**src/rtl/core/lfmm_pkg.sv**
```systemverilog
// Shared types and constants for the labeled feature memory matcher.
// No dependencies.
package lfmm_pkg;

  localparam int ACC_W = 40;
  localparam int AGE_W = 16;
  localparam int FV_W  = 16;

  localparam logic [1:0] CMD_SCORE  = 2'd0;
  localparam logic [1:0] CMD_UPDATE = 2'd1;
  localparam logic [1:0] CMD_TICK   = 2'd2;

  typedef enum logic [2:0] {
    ST_CLEAR,
    ST_IDLE,
    ST_SCORE,
    ST_UPDATE,
    ST_TICK
  } state_t;

  // Per-class contents of one ring cell
  typedef struct packed {
    logic signed [ACC_W-1:0] acc;
    logic [AGE_W-1:0]        age;
  } cell_data_t;

  // Ring control from the sequencer
  typedef struct packed {
    logic shift;
    logic clear;
  } ring_ctrl_t;

endpackage

```
**src/rtl/core/lfmm_cell.sv**
```systemverilog
// One ring cell: accumulator and age of one class, passed on when shifting.
// Depends on lfmm_pkg.
module lfmm_cell (
  input  logic                 clk,
  input  logic                 rst,
  input  lfmm_pkg::ring_ctrl_t ctrl,
  input  lfmm_pkg::cell_data_t data_in,
  output lfmm_pkg::cell_data_t data_out
);

  lfmm_pkg::cell_data_t data;

  // Load from neighbor on shift
  always_ff @(posedge clk) begin
    if (rst || ctrl.clear) begin
      data <= '0;
    end else if (ctrl.shift) begin
      data <= data_in;
    end
  end

  assign data_out = data;

endmodule

```
**config.mk**
```make
export PLATFORM = sky130hd
export DESIGN_NAME = lfmm_cell
export DESIGN_NICKNAME = d
export VERILOG_FILES = /design/src/rtl/core/lfmm_pkg.sv /design/src/rtl/core/lfmm_cell.sv
export SDC_FILE = /design/constraint.sdc
export NUM_CORES = 1
export LEC_CHECK = 0
export BUFFER_PORTS_ARGS = -buffer_cell sky130_fd_sc_hd__buf_2
export CAP_MARGIN = 5
export CORE_MARGIN = 2
export CORE_UTILIZATION = 40
export DETAILED_ROUTE_END_ITERATION = 6
export PLACE_DENSITY = 0.8
export SYNTH_ARGS = -nofsm -noshare
export SYNTH_HDL_FRONTEND = slang
export SYNTH_SLANG_ARGS = --single-unit
export TNS_END_PERCENT = 30
```
**constraint.sdc**
```tcl
create_clock -name clk -period 1.1 [get_ports clk]
set_input_delay 0.22 -clock clk [delete_from_list [all_inputs] [get_ports clk]]
set_output_delay 0.22 -clock clk [all_outputs]
set_load 0.01 [all_outputs]
```
Word level (Yosys, flattened, before mapping)
Index checks and enable logic that the tools add are counted.
{"block": "totals", "word_cells": 3, "ramBits": 0, "latch_bits": 0, "out_inout_bits": 56, "n_memories": 0, "register_bits": 56, "romBits": 0, "inputBits": 60}
{"block": "op_classes", "muxes": 0, "n_bitwise": 0, "div": 0, "n_reduce_logical": 1, "n_lt_le_gt_ge": 0, "addsub": 0, "n_shift": 0, "n_eq_ne": 0, "n_mul": 0}
{"operator": "$logic_or A1 B1 Y1", "count": 1}

Depth between registers and ports, before layout
{"block": "depth", "ltp_word": 1, "mapped_depth": 4, "mapped_depth_nobuf": 2}

Worst setup path before layout
OpenSTA, ideal clock, no wires.
{"block": "synth_timing", "kind": "in2reg", "startpoint": "input ctrl[1] (netlist name)", "endpoint": "register data (netlist bit data_out[12])", "n_path_buf": 2, "arrival_time_ps": 786, "stages": 4, "setup_slack_ps": 200, "cell_sequence": "buf_4 > buf_6 > mux2i_1 > nor2_1"}
{"item": "start: declaration", "line_no": "lfmm_cell.sv:6", "source": "input lfmm_pkg::ring_ctrl_t ctrl,"}
{"item": "end signal: assignment", "line_no": "lfmm_cell.sv:18", "source": "data <= data_in;"}
{"item": "end: declaration", "line_no": "lfmm_cell.sv:11", "source": "lfmm_pkg::cell_data_t data;"}

Final worst setup path
{"block": "layout_timing", "startpoint": "register data (netlist bit data_out[8])", "endpoint": "output data_out[8] (netlist name)"}
{"item": "end: declaration", "line_no": "lfmm_cell.sv:8", "source": "output lfmm_pkg::cell_data_t data_out"}
No word-level cell between the ends.

==> out/results.txt <==
Status: finished, final reports clean
Resized Gates After CTS: 0
Diode count: 0
Mapped Area: 2010 sq um
F_max: 0.983 GHz
Worst-path clk slew: 0.10 ns
Crit path DAT: 0.80 ns
Synth area leader: dfxtp_1
Required @ worst endpoint: 0.88 ns
Post-route antenna net violation count: 0
Total GRT Usage: 14.6%
Vias in the first global route: 1,518
Period Utilization, post-route: 92.5%
VDD IR-drop max: 720 uV
Initial core utilization: 42.0%
Yosys warnings: 0
Top-level port count: 116
Count of input and output buffers: 115
Synth area leaders: dfxtp_1 (56%), mux2i_1 (28%), nor2_1 (10%)
Crit path largest cell delay: 0.36 ns
Fillers: 442
Post-synth top area share: 55.7%
R2r endpoint: data_out[12]
DRC Markers: 0
Worst path depth: 1
RSZ-0062 raised after global routing: no
Synthesized area per cell: 11.1 sq um
Sum of negative setup slack: 0 ns
H-tree level count: 2
Total setup buffers inserted after CTS: 0
Synth Net Count: 241
DR WL/cell: 11.2 um
DIE AREA: 5610 sq um
Placement Cell Area: 2650 sq um
Cells along the critical path: buf_2
Unique masters post-synth: 8
First-pass GRT wire length: 6.33 mm
Finished Cell Area: 2760 sq um
Synthesis-to-finish area growth: 37.0%
Fin. Hold Viols: 0
CTS Root Cell: clkbuf_8
Post-Route WL: 4.08 mm
Critical path class: register to output port
Worst r2r src: data_out[12]
Worst Setup End Kind: output port
Clock sinks: 56
Hold Buf Count CTS: 0
Worst hold path type: input port to register
GRT overflow: 0
Ratio of cells with drive above 1 in the final layout: 43.4%
Largest net degree at the start of global routing: 36
Core Area: 4790 sq um
Vias/cell: 4.50
Worst-path maximum fanout: 2
Max Slew Vio Count: 0
Reg2Reg Setup Slack: 0.46 ns
Worst path bufs/invs: 1
Clk_skew: 0 ns
Number of flip-flops in the largest register: 56
Delay-heaviest family, CP: flip-flops
DRT iter0 DRCs: 28
Number of synthesized register bits: 56
Slew @ Worst Pin: 0.192 ns
CP max stage cell: dfxtp_1
Synth async-reset ratio: 0%
Chip height: 74.9 um
EDFF count, synth: 0
Final min period: 1.02 ns
Final setup fails: 0
Initial antenna violation count: 0
Buffer depth of the longest clock path: 2
Pwr Density: 1400 nW/um^2
TritonRoute pass-1 iters: 4
Number of max-cap violations: 0
Slew margin rel.: 87.2%
CTS tree: yes
Die W: 74.9 um
CTS Buf Count: 5
Primary FF master, synth: dfxtp_1
Critical Path Start: data_out[8]
Total number of vias: 1,638
Static Leak: 1.49 nW
Crit start category: register
Synth Instances: 181
Hpwl dp: 3.18 mm
Row cnt: 25
Register area: 1120 sq um
CP Capture Point: data_out[8]
Clock Latency Late Sink: 0.30 ns
Nets: 356
Most common library cells after synthesis: dfxtp_1 (56), mux2i_1 (56), nor2_1 (56)
Seq/Total Area, Yosys: 55.7%
Routability cong.: 0.672
Multi-input logic area: 777 sq um
Worst r2r path cells: 2
[per-layer routing]
layer  wire length (um)  GRT usage, %  up-vias
met2               2090          27.3       68
met3                320          5.49        2
met4                 19          4.76        0
met1               1640          14.8      745
li1                   -             -      823
met5                  0             0        -
[layout make-up]
type / count / share of cell area, %
repair buffers: 120 / 24.1
clock buffers: 5 / 2.50
flip-flops and latches: 56 / 40.7
clock inverters: 3 / 1.54
well taps: 67 / 3.04
multi-input cells: 113 / 28.2
[worst min path at each step]
stage | startpoint | cells after the start | slack [ns] | endpoint
4_1_cts | data_in[0] | 3 | 0.13 | data_out[0]
3_5_place_dp | data_in[1] | 3 | 0.46 | data_out[1]
3_3_place_gp | data_in[47] | 3 | 0.45 | data_out[47]
5_1_grt | data_in[0] | 3 | 0.13 | data_out[0]
2_1_floorplan | data_in[12] | 2 | 0.37 | data_out[12]
6_report | data_in[0] | 3 | 0.14 | data_out[0]
[report_power, final]
group	internal, mW	switching, mW	total (mW)	leakage (nW)
Sequential	2.09	0.0316	2.12	0.456
Clock	0.674	0.609	1.28	0.0541
Combinational	0.249	0.216	0.465	0.978
Total	3.02	0.857	3.87	1.49
[cells by family after synthesis]
| logic type | Yosys count | share of synthesized area (%) |
|---|---|---|
| simple gates | 57 | 10.8 |
| flops | 56 | 55.7 |
| mux | 56 | 27.9 |
| buf+inv | 12 | 5.66 |
[stage by stage]
step / cells / power (mW) / setup WS (ns) / util [%] / hold slack, ns
after detailed placement: 356 / 2.64 / 0.0523 / 55.3 / 0.463
after global placement: 356 / 2.63 / 0.0981 / 55.3 / 0.451
final: 364 / 3.87 / 0.0824 / 57.6 / 0.145
after floorplan: 181 / 2.44 / 0.200 / - / 0.367
after CTS: 364 / 3.94 / 0.0577 / 57.6 / 0.134
after global routing: 364 / 4.06 / 0.0266 / 57.6 / 0.133
[cell usage in the layout, fill, tap and decap left out, drive strengths merged]
| cell | instances |
|---|---|
| buf | 120 |
| bufinv | 1 |
| clkbuf | 5 |
| clkinv | 1 |
| clkinvlp | 1 |
| dfxtp | 56 |
| mux2i | 56 |
| nor2 | 56 |
| or2 | 1 |
Power figures use the tool's default switching activity.
